## src/hw/rtl/eprka_pkg.sv

```systemverilog
// Package: event codes, transaction types and field widths shared by the keepalive supervisor.
`default_nettype none
package eprka_pkg;

   localparam int unsigned REG_WIDTH   = 24;
   localparam int unsigned IDX_WIDTH   = 2;
   localparam int unsigned FUNC_WIDTH  = 3;
   localparam int unsigned REQ_DATA_W  = 8;
   localparam int unsigned RSP_DATA_W  = 8;

   typedef enum logic [FUNC_WIDTH-1:0] {
      FUNC_TICK       = 3'd0,
      FUNC_ENTER      = 3'd1,
      FUNC_ACK        = 3'd2,
      FUNC_TX_CONFIRM = 3'd3,
      FUNC_TX_TIMEOUT = 3'd4,
      FUNC_RETRY      = 3'd5,
      FUNC_STOP       = 3'd6
   } func_type;

   typedef enum logic [IDX_WIDTH-1:0] {
      CSR_INTERVAL = 2'd0,
      CSR_RESPONSE = 2'd1,
      CSR_WATCHDOG = 2'd2
   } csr_index_type;

   typedef struct packed {
      logic caps_known;
      logic tx_accepted;
      logic timers_active;
      func_type func;
   } item_type;

   typedef struct packed {
      logic waiting_ack;
      logic hard_reset;
      logic send_get_caps;
      logic send_keepalive;
   } result_type;

   typedef struct packed {
      logic [REG_WIDTH-1:0] interval_ticks;
      logic [REG_WIDTH-1:0] response_ticks;
      logic [REG_WIDTH-1:0] watchdog_ticks;
   } cfg_type;

endpackage
`default_nettype wire

```

## src/hw/rtl/epr_keepalive_supervisor_top.sv

```systemverilog
// Top level of the keepalive supervisor: stream ports, timer registers and pipeline stages.
//
// Each request transaction carries one event and yields exactly one response transaction.
// A request is registered, then decoded against the timer state, and the outcome lands in
// the response register: a response passes the request and response registers in turn.
// One transaction is taken every cycle while rsp_tready is high; all three countdowns and
// the acknowledge flag are updated in the decode cycle, which sets that rate. The user is
// to write timer reload values through the csr_ port only while no event is in flight;
// the block does not enforce it. A reload of zero expires on the next tick, like one.
`default_nettype none
module epr_keepalive_supervisor_top #(
   parameter int unsigned TIMER_BITS = 24
) (
   input  wire logic                                clock,
   input  wire logic                                reset,
   input  wire logic                                req_tvalid,
   output logic                                     req_tready,
   // func
   input  wire logic [eprka_pkg::FUNC_WIDTH-1:0]    req_tuser,
   // timers_active, tx_accepted, caps_known, zero pad
   input  wire logic [eprka_pkg::REQ_DATA_W-1:0]    req_tdata,
   output logic                                     rsp_tvalid,
   input  wire logic                                rsp_tready,
   // send_keepalive, send_get_caps, hard_reset, waiting_ack, zero pad
   output logic [eprka_pkg::RSP_DATA_W-1:0]         rsp_tdata,
   input  wire logic                                csr_we,
   input  wire logic [eprka_pkg::IDX_WIDTH-1:0]     csr_index,
   input  wire logic [eprka_pkg::REG_WIDTH-1:0]     csr_wdata
);
   import eprka_pkg::*;

   cfg_type    cfg_ff;
   logic       in_valid_ff;
   item_type   in_item_ff;
   logic       out_valid_ff;
   result_type out_result_ff;
   result_type core_result;
   logic       out_ready;
   logic       advance;

   assign out_ready  = !out_valid_ff || rsp_tready;
   assign advance    = in_valid_ff && out_ready;
   assign req_tready = !in_valid_ff || out_ready;

   always_ff @(posedge clock) begin
      if (reset) begin
         cfg_ff.interval_ticks <= REG_WIDTH'(375000);
         cfg_ff.response_ticks <= REG_WIDTH'(30000);
         cfg_ff.watchdog_ticks <= REG_WIDTH'(875000);
      end else if (csr_we) begin
         unique case (csr_index)
            CSR_INTERVAL: cfg_ff.interval_ticks <= csr_wdata;
            CSR_RESPONSE: cfg_ff.response_ticks <= csr_wdata;
            CSR_WATCHDOG: cfg_ff.watchdog_ticks <= csr_wdata;
            default: begin
            end
         endcase
      end
   end

   always_ff @(posedge clock) begin
      if (reset) begin
         in_valid_ff <= 1'b0;
      end else if (req_tready) begin
         in_valid_ff <= req_tvalid;
      end
   end

   always_ff @(posedge clock) begin
      if (req_tvalid && req_tready) begin
         in_item_ff.func          <= func_type'(req_tuser);
         in_item_ff.timers_active <= req_tdata[0];
         in_item_ff.tx_accepted   <= req_tdata[1];
         in_item_ff.caps_known    <= req_tdata[2];
      end
   end

   eprka_core #(
      .TIMER_BITS (TIMER_BITS)
   ) u_core (
      .clock      (clock),
      .reset      (reset),
      .item_valid (advance),
      .item       (in_item_ff),
      .cfg        (cfg_ff),
      .result     (core_result)
   );

   always_ff @(posedge clock) begin
      if (reset) begin
         out_valid_ff <= 1'b0;
      end else if (out_ready) begin
         out_valid_ff <= in_valid_ff;
      end
   end

   always_ff @(posedge clock) begin
      if (advance) begin
         out_result_ff <= core_result;
      end
   end

   assign rsp_tvalid = out_valid_ff;
   assign rsp_tdata  = {{(RSP_DATA_W-4){1'b0}}, out_result_ff};

endmodule
`default_nettype wire

```

## src/hw/rtl/eprka_core.sv

```systemverilog
// Countdown timers, acknowledge flag and event decode of the keepalive supervisor.
`default_nettype none
module eprka_core #(
   parameter int unsigned TIMER_BITS = 24
) (
   input  wire logic                 clock,
   input  wire logic                 reset,
   input  wire logic                 item_valid,
   input  wire eprka_pkg::item_type  item,
   input  wire eprka_pkg::cfg_type   cfg,
   output eprka_pkg::result_type     result
);
   import eprka_pkg::*;

   logic [TIMER_BITS-1:0] interval_left_ff, interval_left_in;
   logic [TIMER_BITS-1:0] response_left_ff, response_left_in;
   logic [TIMER_BITS-1:0] watchdog_left_ff, watchdog_left_in;
   logic                  interval_armed_ff, interval_armed_in;
   logic                  response_armed_ff, response_armed_in;
   logic                  watchdog_armed_ff, watchdog_armed_in;
   logic                  ack_pending_ff, ack_pending_in;

   logic [TIMER_BITS-1:0] interval_load, response_load, watchdog_load;
   logic                  wd_expire, rs_expire, iv_expire;
   logic                  ka, gc, hr;

   assign interval_load = TIMER_BITS'(cfg.interval_ticks);
   assign response_load = TIMER_BITS'(cfg.response_ticks);
   assign watchdog_load = TIMER_BITS'(cfg.watchdog_ticks);

   always_comb begin
      interval_left_in  = interval_left_ff;
      response_left_in  = response_left_ff;
      watchdog_left_in  = watchdog_left_ff;
      interval_armed_in = interval_armed_ff;
      response_armed_in = response_armed_ff;
      watchdog_armed_in = watchdog_armed_ff;
      ack_pending_in    = ack_pending_ff;
      wd_expire         = 1'b0;
      rs_expire         = 1'b0;
      iv_expire         = 1'b0;
      ka                = 1'b0;
      gc                = 1'b0;
      hr                = 1'b0;
      unique case (item.func)
         FUNC_TICK: begin
            if (watchdog_armed_ff) begin
               if (watchdog_left_ff[TIMER_BITS-1:1] != '0) begin
                  watchdog_left_in = watchdog_left_ff - TIMER_BITS'(1);
               end else begin
                  watchdog_left_in  = '0;
                  watchdog_armed_in = 1'b0;
                  wd_expire         = 1'b1;
               end
            end
            if (response_armed_ff) begin
               if (response_left_ff[TIMER_BITS-1:1] != '0) begin
                  response_left_in = response_left_ff - TIMER_BITS'(1);
               end else begin
                  response_left_in  = '0;
                  response_armed_in = 1'b0;
                  rs_expire         = 1'b1;
               end
            end
            if (interval_armed_ff) begin
               if (interval_left_ff[TIMER_BITS-1:1] != '0) begin
                  interval_left_in = interval_left_ff - TIMER_BITS'(1);
               end else begin
                  interval_left_in  = '0;
                  interval_armed_in = 1'b0;
                  iv_expire         = 1'b1;
               end
            end
            if (wd_expire && item.timers_active) begin
               hr = 1'b1;
            end
            if (rs_expire && item.timers_active && ack_pending_ff) begin
               ack_pending_in = 1'b0;
               hr             = 1'b1;
            end
            if (iv_expire && item.timers_active) begin
               ka = 1'b1;
               if (item.tx_accepted) begin
                  ack_pending_in    = 1'b1;
                  response_left_in  = response_load;
                  response_armed_in = 1'b1;
               end
            end
         end
         FUNC_ENTER, FUNC_RETRY: begin
            if (item.func == FUNC_RETRY && item.caps_known) begin
               if (item.timers_active) begin
                  ka = 1'b1;
                  if (item.tx_accepted) begin
                     ack_pending_in    = 1'b1;
                     response_left_in  = response_load;
                     response_armed_in = 1'b1;
                  end
               end
            end else begin
               gc = !item.caps_known;
               if (item.caps_known || item.tx_accepted) begin
                  interval_left_in  = interval_load;
                  interval_armed_in = 1'b1;
                  watchdog_left_in  = watchdog_load;
                  watchdog_armed_in = 1'b1;
               end
            end
         end
         FUNC_ACK: begin
            if (ack_pending_ff) begin
               ack_pending_in    = 1'b0;
               response_armed_in = 1'b0;
               response_left_in  = '0;
               interval_left_in  = interval_load;
               interval_armed_in = 1'b1;
            end
            watchdog_left_in  = watchdog_load;
            watchdog_armed_in = 1'b1;
         end
         FUNC_TX_CONFIRM: begin
            if (item.timers_active && !ack_pending_ff) begin
               interval_left_in  = interval_load;
               interval_armed_in = 1'b1;
            end
         end
         FUNC_TX_TIMEOUT: begin
            if (ack_pending_ff) begin
               ack_pending_in    = 1'b0;
               response_armed_in = 1'b0;
               response_left_in  = '0;
               hr                = 1'b1;
            end
         end
         FUNC_STOP: begin
            interval_armed_in = 1'b0;
            response_armed_in = 1'b0;
            watchdog_armed_in = 1'b0;
            interval_left_in  = '0;
            response_left_in  = '0;
            watchdog_left_in  = '0;
            ack_pending_in    = 1'b0;
         end
         default: begin
         end
      endcase
      result.send_keepalive = ka;
      result.send_get_caps  = gc;
      result.hard_reset     = hr;
      result.waiting_ack    = ack_pending_in;
   end

   always_ff @(posedge clock) begin
      if (reset) begin
         interval_left_ff  <= '0;
         response_left_ff  <= '0;
         watchdog_left_ff  <= '0;
         interval_armed_ff <= 1'b0;
         response_armed_ff <= 1'b0;
         watchdog_armed_ff <= 1'b0;
         ack_pending_ff    <= 1'b0;
      end else if (item_valid) begin
         interval_left_ff  <= interval_left_in;
         response_left_ff  <= response_left_in;
         watchdog_left_ff  <= watchdog_left_in;
         interval_armed_ff <= interval_armed_in;
         response_armed_ff <= response_armed_in;
         watchdog_armed_ff <= watchdog_armed_in;
         ack_pending_ff    <= ack_pending_in;
      end
   end

endmodule
`default_nettype wire

```

## config.mk

```make
export PLATFORM = sky130hd
export DESIGN_NAME = epr_keepalive_supervisor_top
export DESIGN_NICKNAME = d
export VERILOG_FILES = /design/src/hw/rtl/eprka_pkg.sv /design/src/hw/rtl/epr_keepalive_supervisor_top.sv /design/src/hw/rtl/eprka_core.sv
export SDC_FILE = /design/constraint.sdc
export NUM_CORES = 1
export LEC_CHECK = 0
export BUFFER_PORTS_ARGS = -buffer_cell sky130_fd_sc_hd__buf_2
export CAP_MARGIN = 40
export CORE_ASPECT_RATIO = 1.1
export CORE_MARGIN = 2
export CORE_UTILIZATION = 30
export CTS_CLUSTER_DIAMETER = 60
export CTS_CLUSTER_SIZE = 40
export DETAILED_ROUTE_END_ITERATION = 16
export GPL_TIMING_DRIVEN = 1
export MAX_ROUTING_LAYER = met4
export REMOVE_ABC_BUFFERS = 1
export SLEW_MARGIN = 20
export SYNTH_ARGS = -nofsm -noshare
export SYNTH_HDL_FRONTEND = slang
export SYNTH_SLANG_ARGS = --single-unit
```

## constraint.sdc

```tcl
create_clock -name clock -period 2.78 [get_ports clock]
set_clock_uncertainty 0.2 [all_clocks]
set_input_delay 0 -clock clock [delete_from_list [all_inputs] [get_ports clock]]
set_output_delay 0 -clock clock [all_outputs]
set_load 0.03 [all_outputs]
```

# ---- Yosys cells after proc, flatten, opt, wreduce, memory -nomap -nowiden
# Index checks and enable logic that the tools add are counted.
dict set report totals {
  input_bits 42
  register_bits 160
}
dict set report classes {
  addsub 3
  bitwise 1
  muxes 64
  reduce_logical 35
  eq_ne 18
}
# op n
set ops {}
lappend ops {{$mux 24} 18}
lappend ops {{$pmux 24 s4} 2}
lappend ops {{$pmux 24 s5} 1}
lappend ops {{$sub 24x1->24 const B} 3}
lappend ops {{$reduce_bool 23->1} 3}
lappend ops {{$mux 1} 37}
lappend ops {{$ne 2x1->1 const B} 7}
lappend ops {{$reduce_and 6->1} 2}
lappend ops {{$eq 3x3->1 const B} 3}
lappend ops {{$logic_and 1x1->1} 8}
lappend ops {{$pmux 1 s4} 2}
lappend ops {{$reduce_bool 4->1} 2}
lappend ops {{$reduce_and 7->1} 1}
lappend ops {{$eq 3x2->1 const B} 2}
lappend ops {{$ne 2x2->1 const B} 3}
lappend ops {{$reduce_and 2->1} 3}
lappend ops {{$reduce_or 2->1} 3}
lappend ops {{$pmux 1 s5} 1}
lappend ops {{$reduce_and 5->1} 1}
lappend ops {{$reduce_bool 5->1} 1}
lappend ops {{$logic_not 1->1} 4}
lappend ops {{$pmux 1 s2} 2}
lappend ops {{$reduce_and 4->1} 1}
lappend ops {{$eq 3x1->1 const B} 1}
lappend ops {{other kinds (8)} 10}

# ---- Logic depth before layout (Yosys ltp)
# Gate-level depths: netlist of run 1.
dict set report logic_depth {
  depth_word 10
  ltp_mapped 9
}

# ---- Hierarchy
# From an unflattened synthesis of run 1, not the netlist that was laid out.
dict set report hier_totals {
  hier_cells 986
  area_unflattened_um2 8364.3
}
# mod seq_area_each_um2 cells_each instances area_each_um2
set modules_own_cells {}
lappend modules_own_cells {eprka_core 1521.5 683 1 5036.1}
lappend modules_own_cells {epr_keepalive_supervisor_top 1781.7 303 1 3328.2}

# ---- Worst setup path after synthesis of run 1
# Ideal clock, no wire load.
dict set report synth_path {
  path_kind {flip-flop to flip-flop}
  from {register u_core.watchdog_left_ff[19]}
  to {register u_core.watchdog_armed_ff}
  period_less_slack_ns 2.490
  arrival_time_ns 2.157
  setup_ns 0.134
  path_slack_ns 0.290
  n_path_buf 0
  path_stages_with_launch 7
  path_cell_list {dfxtp_1 or4_4 or4_4 or3_1 or3_1 a21oi_1 a211oi_1}
}
dict set report synth_between {
  elab_chain_len 4
}
# item line_no
set synth_lines {}
lappend synth_lines {{start, declared} eprka_core.sv:17} ;# logic [TIMER_BITS-1:0] watchdog_left_ff, watchdog_left_in;
lappend synth_lines {{start signal, assigned} eprka_core.sv:165} ;# watchdog_left_ff <= watchdog_left_in;
lappend synth_lines {{$reduce_bool 23->1} eprka_core.sv:48} ;# if (watchdog_left_ff[TIMER_BITS-1:1] != '0) begin
lappend synth_lines {{$mux 1} eprka_core.sv:48}
lappend synth_lines {{$mux 1} eprka_core.sv:47} ;# if (watchdog_armed_ff) begin
lappend synth_lines {{$pmux 1 s4} eprka_core.sv:45} ;# unique case (item.func)
lappend synth_lines {{end signal, assigned} eprka_core.sv:168} ;# watchdog_armed_ff <= watchdog_armed_in;
lappend synth_lines {{end, declared} eprka_core.sv:20} ;# logic watchdog_armed_ff, watchdog_armed_in;
# No other way between the ends.
# A chain may end at the register's enable or synchronous reset.

# ---- Final worst setup path of run 1
dict set report layout_path {
  from {register u_core.watchdog_left_ff[19]}
  to {register u_core.watchdog_left_ff[10]}
}
dict set report layout_between {
  elab_chain_len 4
}
# item line_no
set layout_lines {}
lappend layout_lines {{$reduce_bool 23->1} eprka_core.sv:48}
lappend layout_lines {{$mux 24} eprka_core.sv:48}
lappend layout_lines {{$mux 24} eprka_core.sv:47}
lappend layout_lines {{$pmux 24 s4} eprka_core.sv:45}
# No other way between the ends. The select of a mux whose other input is x is not followed.

==> results of run 1 <==
-- through the flow --
step                hold WS [ns]  setup WS (ns)  utilization
global route              0.0795        -0.0125        0.379
CTS                       0.0758         0.0958        0.378
floorplan                 -0.131         -0.667            -
detailed placement       -0.0204          0.110        0.339
finish                    0.0940         0.0739        0.379
global placement         -0.0206          0.117        0.339
-- repair_timing --
item,CTS,global route
setup endpoints to repair,0,22
gates resized for setup,0,6
hold buffers,43,0
hold endpoints to repair,91,0
buffers inserted,0,1
-- final cells by class --
class	instances	area (um^2)	area share
inverters	23	86.3	0.00876
multi-input cells	768	4280	0.435
clock buffers	19	453	0.0459
clock inverters	13	136	0.0138
repair buffers	150	1150	0.117
flip-flops and latches	160	3300	0.335
well taps	352	440	0.0447
-- flip-flops by register name, summed over array words and instances, names as in the netlist --
register and cells:
cfg_ff 72, in_item_ff 6, in_valid_ff 1, rsp_tdata 4, rsp_tvalid 1, u_core.ack_pending_ff 1, u_core.interval_armed_ff 1, u_core.interval_left_ff 24
u_core.response_armed_ff 1, u_core.response_left_ff 24, u_core.watchdog_armed_ff 1, u_core.watchdog_left_ff 24
-- worst paths after layout --
path,startpoint,end,slack (ns),cells after the start
setup / recovery,u_core.watchdog_left_ff[19]$_SDFFE_PP0P_,u_core.watchdog_left_ff[10]$_SDFFE_PP0P_,0.07,8
setup reg to reg,u_core.watchdog_left_ff[19]$_SDFFE_PP0P_,u_core.watchdog_left_ff[10]$_SDFFE_PP0P_,0.07,8
hold / removal,req_tdata[2],in_item_ff[5]$_DFFE_PP_,0.09,2
hold reg to reg,cfg_ff[17]$_SDFFE_PP0P_,cfg_ff[17]$_SDFFE_PP0P_,0.25,2
-- power groups by stage --
stage	Sequential [uW]	Combinational (uW)	Clock, uW
after detailed placement	2540	1220	0
after global routing	2510	1430	2470
after CTS	2490	1270	2380
after floorplan	2530	724	0
after global placement	2540	1210	0
final	2500	1300	2340
-- kinds of logic after synthesis --
group | after synthesis | synth area share
AND/OR/NAND/NOR | 475 | 0.285
AO/OA/AOI/OAI | 279 | 0.239
flip-flops | 160 | 0.418
buffers and inverters | 85 | 0.0450
XOR/XNOR | 5 | 0.00554
adder cells (fa/ha/maj) | 3 | 0.00475
multiplexers | 2 | 0.00253
other | 1 | 0.000475
-- worst register-to-register path, stage by stage, from the launching register on --
cell and delay (ns):
dfxtp_1 0.35, or4_4 0.55, or4_4 0.43, buf_4 0.16
o31ai_4 0.31, buf_4 0.18, nor3_4 0.05, a22o_1 0.20
a31o_1 0.18
-- cells in the mapped netlist (13+ instances only) --
library cell,number
nand3_1,61
inv_1,22
o21ai_0,47
nor3_1,36
dfxtp_1,150
a21oi_1,83
nor2_1,73
a22oi_1,24
clkbuf_1,43
o22ai_1,14
or3_1,14
nor4_1,13
nand2_1,206
-- layer usage --
layer / part of all wire / vias up / global-route usage
met5: 0 / - / -
met4: 0.033 / 0 / 0.0807
met3: 0.038 / 47 / 0.0222
met2: 0.50 / 218 / 0.314
met1: 0.43 / 3786 / 0.233
li1: - / 3921 / -
==> impl_metrics.ini, run 1 <==
[setup_path]
endpoint_kind = register
cp_top_family = simple AND/OR/NAND/NOR gates
crit_chain = or4_4, or4_4, buf_4, o31ai_4, buf_4, nor3_4, a22o_1, a31o_1
worst_path_max_delay_cell = or4_4
cp.buffers_inverters = 2
arrival_ns = 2.83
crit_required_ns = 2.91
startpoint_type = register
max_stage_delay_ns = 0.55
crit_fanout = 6
critPathKind = reg2reg

[drt]
ant_nets = 0
vias = 7972
drc = 0
avgRoutedWirePerCell_um = 17.1
drt_iter0_drc = 785
drt_wl_total_mm = 25.4
vias_per_cell = 5.37
first_pass_iters = 8

[power]
p_sw_frac = 0.299
powerDensity_nw_per_um2 = 623
p_switching_uw = 1830
leakage_uw = 0.00382
seqPwrFrac = 0.407
p_total_uw = 6140
clkPwrFrac = 0.382
intPower_uw = 4300
vdd_drop_max_v = 0.000436
combPwrFrac = 0.212

[global_route]
grt_max_degree = 61
grt_usage = 0.189
grt-ovfl-total = 0
antenna_found_initial = 0
grt_pass1_wl_mm = 40.6
grt_pass1_vias = 7440

[outcome]
status = finished, final reports clean

[worst_hold_path]
min_path_type = in2reg

[die]
start_util = 0.304
ios = 52
die_w_um = 159
std_cell_rows = 62
core_um2 = 26000
die-area_um2 = 27600
fp.dieH_um = 174

[logic_synthesis]
synth_area_leaders = dfxtp_1, nand2_1, a21oi_1
netlist_instances = 1010
synth_largest_area_cell = dfxtp_1
yosysWarningCount = 0
avgSynthCellArea_um2 = 7.82
synth-edff-count = 10
synth-main-ff-cell = dfxtp_1
ys_ff_latch = 160
yosys.cell_types.count = 77
synth_top_area_frac = 0.380
syn-cell-area_um2 = 7900
yosysSeqAreaShare = 0.418
async_reset_ff_frac = 0

[sta]
fmax_ghz = 0.370
worstMarginPinSlew_ns = 0.657
slew_headroom = 0.561
rsz0062_at_grt = true
hold_viol_final = 0
setup_violations = 0
period_minus_slack_ns = 2.71
finalCritPeriodShare = 0.973
maxSlewViolCount = 0
fin_setup_tns_ns = 0

[clocking]
cts_tree = yes
ctsRootBufferMaster = clkbuf_16
clkLatencyLatePin_ns = 0.43
numCtsBuffers = 17
clockBufferDepth = 2
htree_levels = 4
cts_num_sinks = 160
path_clk_slew_ns = 0.07

[placement]
port_buffers = 42
gp_congestion = 0.905
hpwlAfterDp_mm = 17.8
place_inst = 1408
placed_area_um2 = 8800

[cells_and_area]
layout_commonest_cell = nand2_1
final_cell_mix = nand2_1, dfxtp_1, a21oi_1, nor2_1
stdcell_area_um2 = 9860
stdcell_count = 1485
nets = 1165
diodes = 0
fillers = 2694
drive_above_1_share = 0.147
area_growth_pct = 24.8

[job]
drv_cap = 0
Power figures use the tool's default switching activity.
==> inputs of run 2 (changes only) <==
- MAX_ROUTING_LAYER: met4 -> unset
==> run 2 against run 1 <==
Compared with the run above:
- sequential share of layout area is the same
- die area unchanged
- first-iteration DRC count is 1.5% higher
- critical path type unchanged
- largest cell class unchanged
- largest power group unchanged
==> impl_metrics.ini, run 2 (synthesis gave the netlist of run 1 again) <==
[die]
core_um2 = 26000
die-area_um2 = 27600
die_w_um = 159
fp.dieH_um = 174
std_cell_rows = 62
start_util = 0.304
ios = 52

[power]
p_total_uw = 6140
vdd_drop_max_v = 0.000438
powerDensity_nw_per_um2 = 623
leakage_uw = 0.00382

[clocking]
htree_levels = 4
cts_tree = yes
ctsRootBufferMaster = clkbuf_16
numCtsBuffers = 17
clkLatencyLatePin_ns = 0.43
path_clk_slew_ns = 0.07
cts_num_sinks = 160
clockBufferDepth = 2

[placement]
gp_congestion = 0.890
hpwlAfterDp_mm = 17.8
placed_area_um2 = 8800
place_inst = 1408
port_buffers = 42

[cells_and_area]
final_cell_mix = nand2_1, dfxtp_1, a21oi_1, nor2_1
layout_commonest_cell = nand2_1
top_register = cfg_ff
drive_above_1_share = 0.147
largest_register_ffs = 72
area_growth_pct = 24.8
stdcell_area_um2 = 9860
diodes = 0
nets = 1165
fillers = 2694
stdcell_count = 1485

[sta]
worstMarginPinSlew_ns = 0.673
slew_headroom = 0.551
fin_setup_tns_ns = 0
period_minus_slack_ns = 2.71
rsz0062_at_grt = true
finalCritPeriodShare = 0.975
fmax_ghz = 0.369
hold_viol_final = 0
setup_violations = 0
maxSlewViolCount = 0

[global_route]
grt_usage = 0.184
grt_pass1_wl_mm = 40.6
grt-ovfl-total = 0
antenna_found_initial = 0
grt_max_degree = 61
grt_pass1_vias = 7432

[drt]
drc = 0
first_pass_iters = 5
drt_iter0_drc = 797
avgRoutedWirePerCell_um = 17.1
drt_wl_total_mm = 25.4
vias_per_cell = 5.38
ant_nets = 0
vias = 7989

[setup_path]
crit_chain = or4_4, or4_4, buf_4, o31ai_4, buf_4, nor3_4, a22o_1, a31o_1
worst_path_max_delay_cell = or4_4
arrival_ns = 2.84
crit_path_end = u_core.watchdog_left_ff[10]$_SDFFE_PP0P_
reg2reg_to = u_core.watchdog_left_ff[10]$_SDFFE_PP0P_
crit_required_ns = 2.91
r2r_start = u_core.watchdog_left_ff[19]$_SDFFE_PP0P_
endpoint_kind = register
critPathKind = reg2reg
startpoint_type = register
crit_start = u_core.watchdog_left_ff[19]$_SDFFE_PP0P_
rrSetupSlack_ns = 0.07
r2r_cells = 8
max_stage_delay_ns = 0.55
crit_fanout = 6

[job]
drv_cap = 0

[outcome]
status = finished, final reports clean

[worst_hold_path]
min_path_type = in2reg
whs_path_depth = 2
-- run 2: worst min-delay path by stage --
stage,from,to,slack [ns]
final,req_tdata[2],in_item_ff[5]$_DFFE_PP_,0.09
after CTS,req_tdata[0],in_item_ff[3]$_DFFE_PP_,0.08
after floorplan,reset,cfg_ff[0]$_SDFFE_PP0P_,-0.13
after detailed placement,req_tuser[0],in_item_ff[0]$_DFFE_PP_,-0.02
after global placement,req_tuser[0],in_item_ff[0]$_DFFE_PP_,-0.02
after global routing,req_tdata[2],in_item_ff[5]$_DFFE_PP_,0.08
-- run 2: cell type report --
cell class              instances  area, um^2  area share
well taps                     352         440      0.0447
repair buffers                150        1150       0.117
clock inverters                13         136      0.0138
inverters                      23        86.3     0.00876
clock buffers                  19         453      0.0459
multi-input cells             768        4280       0.435
flip-flops and latches        160        3300       0.335
-- run 2: timing repair --
action,4_1_cts,5_1_grt
hold buffers,43,0
gates resized for setup,0,6
hold endpoints to repair,91,0
endpoints found under the setup margin,0,22
buffers inserted,0,1
-- run 2: per-stage QoR --
step                 util  hold WS [ns]  setup WS (ns)
floorplan               -        -0.131         -0.667
global route        0.379        0.0810        -0.0125
finish              0.379        0.0928         0.0691
CTS                 0.378        0.0758         0.0958
detailed placement  0.339       -0.0204          0.110
global placement    0.339       -0.0206          0.117
-- run 2: worst max-delay path, delay by kind of cell, from the launching register on --
| family | cells | cell delay, ns |
|---|---|---|
| and+or+nand+nor | 3 | 1.03 |
| AOI/OAI and AO/OA | 3 | 0.69 |
| DFF | 1 | 0.35 |
| buffers and inverters | 2 | 0.34 |
-- run 2: routing by layer --
layer,vias up,track usage,share of wire
li1,3908,-,-
met1,3816,0.234,0.44
met4,0,0.0807,0.032
met5,-,0,0
met2,217,0.314,0.49
met3,48,0.0215,0.038
-- run 2: power by group --
group | switching, uW | leakage (uW) | total (uW) | internal, uW
clock network | 977 | 0.000293 | 2350 | 1370
logic | 779 | 0.00222 | 1300 | 523
registers | 83.4 | 0.00131 | 2500 | 2410
==> inputs of run 3 (changes only) <==
- ABC_AREA: unset -> 1
- CTS_CLUSTER_DIAMETER: 60 -> unset
==> run 3 against run 2 <==
Compared with the run above:
- fmax rose by 11%
- setup slack improved by 0.28 ns
- sequential share of layout area fell by 0.95 points
- wire length rose by 0.64%
- worst hold slack got worse by 0.010 ns
- largest cell class unchanged
- highest routed layer unchanged
==> impl_metrics.ini, run 3 <==
[sta]
worstMarginPinSlew_ns = 0.742
fmax_ghz = 0.411
finalCritPeriodShare = 0.875
rsz0062_at_grt = false
setup_violations = 0
slew_headroom = 0.505
hold_viol_final = 0
fin_setup_tns_ns = 0
period_minus_slack_ns = 2.43
maxSlewViolCount = 0

[clocking]
post_cts_buffers = 0
path_clk_slew_ns = 0.06
numCtsBuffers = 17
cts_resized = 0
clockBufferDepth = 2
cts_tree = yes
clkLatencyLatePin_ns = 0.43
ctsRootBufferMaster = clkbuf_16
cts_num_sinks = 160
htree_levels = 4

[die]
fp.dieH_um = 180
start_util = 0.304
ios = 52
std_cell_rows = 64
die-area_um2 = 29500
core_um2 = 27800
die_w_um = 164

[placement]
hpwlAfterDp_mm = 17.4
placed_area_um2 = 8990
port_buffers = 42
gp_congestion = 0.926

[cells_and_area]
fillers = 2985
area_growth_pct = 20.2
drive_above_1_share = 0.0903
top_register = cfg_ff
fin_util = 0.365
diodes = 0
nets = 1396
stdcell_area_um2 = 10100
largest_register_ffs = 72
final_cell_mix = nand2_1, nor2_1, a21oi_1, dfxtp_1, o21ai_0
layout_commonest_cell = nand2_1

[drt]
vias_per_cell = 5.01
ant_nets = 0
drt_iter0_drc = 659
vias = 8636
drt_wl_total_mm = 25.6
drc = 0
avgRoutedWirePerCell_um = 14.8
first_pass_iters = 5

[logic_synthesis]
yosys.cell_types.count = 39
synth.most_common_cell = nand2_1
yosysSeqAreaShare = 0.391
synthTopCellsByCount = nand2_1, nor2_1, a21oi_1
avgSynthCellArea_um2 = 6.63
ys_ff_latch = 160
async_reset_ff_frac = 0
synth_top_area_frac = 0.356
yosysWarningCount = 0
synth_area_leaders = dfxtp_1, nand2_1, a21oi_1
synth-edff-count = 10
syn-cell-area_um2 = 8440
synth-main-ff-cell = dfxtp_1
synth_largest_area_cell = dfxtp_1
netlist_instances = 1274

[global_route]
grt_usage = 0.171
grt_pass1_vias = 8110
grt_pass1_wl_mm = 40.9
grt-ovfl-total = 0
antenna_found_initial = 0
grt_max_degree = 48

[power]
p_switching_uw = 1930
powerDensity_nw_per_um2 = 626
seqPwrFrac = 0.406
combPwrFrac = 0.207
vdd_drop_max_v = 0.000362
leakage_uw = 0.00453
intPower_uw = 4420
p_sw_frac = 0.305
clkPwrFrac = 0.388

[outcome]
status = finished, final reports clean

[setup_path]
crit_fanout = 25
endpoint_kind = register
critPathKind = reg2reg
r2r_cells = 11
startpoint_type = register
crit_required_ns = 2.93
arrival_ns = 2.58

[job]
drv_cap = 0

[worst_hold_path]
whs_path_depth = 2
min_path_type = in2reg
run 3: cell count changes in the layout (fill, tap and decap cells not counted), sizes merged, moves of 31 or more:
cell / before / now
nor2: 74 / 204
o21ai: 50 / 152
a21oi: 83 / 158
inv: 24 / 95
nand2: 206 / 258
buf: 107 / 65
nand3: 61 / 92
run 3: final timing paths:
| kind | slack (ns) | end | start |
|---|---|---|---|
| max | 0.35 | u_core.response_left_ff[20]$_SDFFE_PP0P_ | in_item_ff[1]$_DFFE_PP_ |
| min reg2reg | 0.26 | cfg_ff[11]$_SDFFE_PP1P_ | cfg_ff[11]$_SDFFE_PP1P_ |
| max reg2reg | 0.35 | u_core.response_left_ff[20]$_SDFFE_PP0P_ | in_item_ff[1]$_DFFE_PP_ |
| min | 0.08 | in_item_ff[1]$_DFFE_PP_ | req_tuser[1] |
run 3: logic make-up (layout without fill, tap and decap cells):
family          after synthesis  after routing  share of synthesized area
compound gates              329            329                      0.203
xor+xnor                     24             24                     0.0249
fa+ha+maj                     3              3                    0.00445
buf+inv                     159            243                     0.0784
flops                       160            160                      0.391
other cells                   1              4                   0.000444
simple gates                598            599                      0.298
run 3: power groups by stage:
stage / clock network [uW] / logic [uW] / registers (uW)
after CTS: 2490 / 1310 / 2570
final: 2460 / 1310 / 2580
after global placement: 0 / 1220 / 2620
after global routing: 2600 / 1490 / 2590
after detailed placement: 0 / 1240 / 2620
after floorplan: 0 / 896 / 2600
run 3: metrics by stage:
step           cells  setup slack (ns)  power [uW]  hold WS (ns)
2_1_floorplan   1214             0.196        3490        -0.131
3_3_place_gp    1639             0.195        3850       -0.0192
3_5_place_dp    1641             0.107        3860       -0.0188
4_1_cts         1723            0.0699        6370        0.0769
5_1_grt         1725             0.123        6690        0.0819
6_report        1725             0.347        6350        0.0825
run 3: critical path, stage by stage, from the launching register on:
cell and delay, ns:
edfxtp_1 0.44, inv_2 0.09, nand2_2 0.09, nor2_1 0.10, nand2_1 0.08, nor2_1 0.17, inv_1 0.06, nor2_1 0.30
nor2_4 0.16, inv_2 0.37, o21ai_0 0.15, a21oi_1 0.16
run 3: final cells by class:
| cell class | count | area (um^2) | share of cell area |
|---|---|---|---|
| Multi-Input combinational cell | 959 | 4490 | 0.443 |
| Sequential cell | 160 | 3300 | 0.326 |
| Timing Repair Buffer | 117 | 918 | 0.0905 |
| Clock buffer | 23 | 520 | 0.0513 |
| Tap cell | 363 | 454 | 0.0448 |
| Inverter | 96 | 362 | 0.0356 |
| Clock inverter | 7 | 96.3 | 0.00949 |
run 3: timing repair:
item | CTS | global route
hold endpoints to repair | 95 | 0
hold buffers | 52 | 0
endpoints found under the setup margin | 0 | 25
run 3: metal layers:
metal / GRT usage / routed length (um) / vias to the layer above
met3: 0.0281 / 1000 / 32
met4: 0.0530 / 547 / 0
li1: - / - / 4352
met2: 0.280 / 11900 / 204
met5: 0 / 0 / -
met1: 0.230 / 12100 / 4048
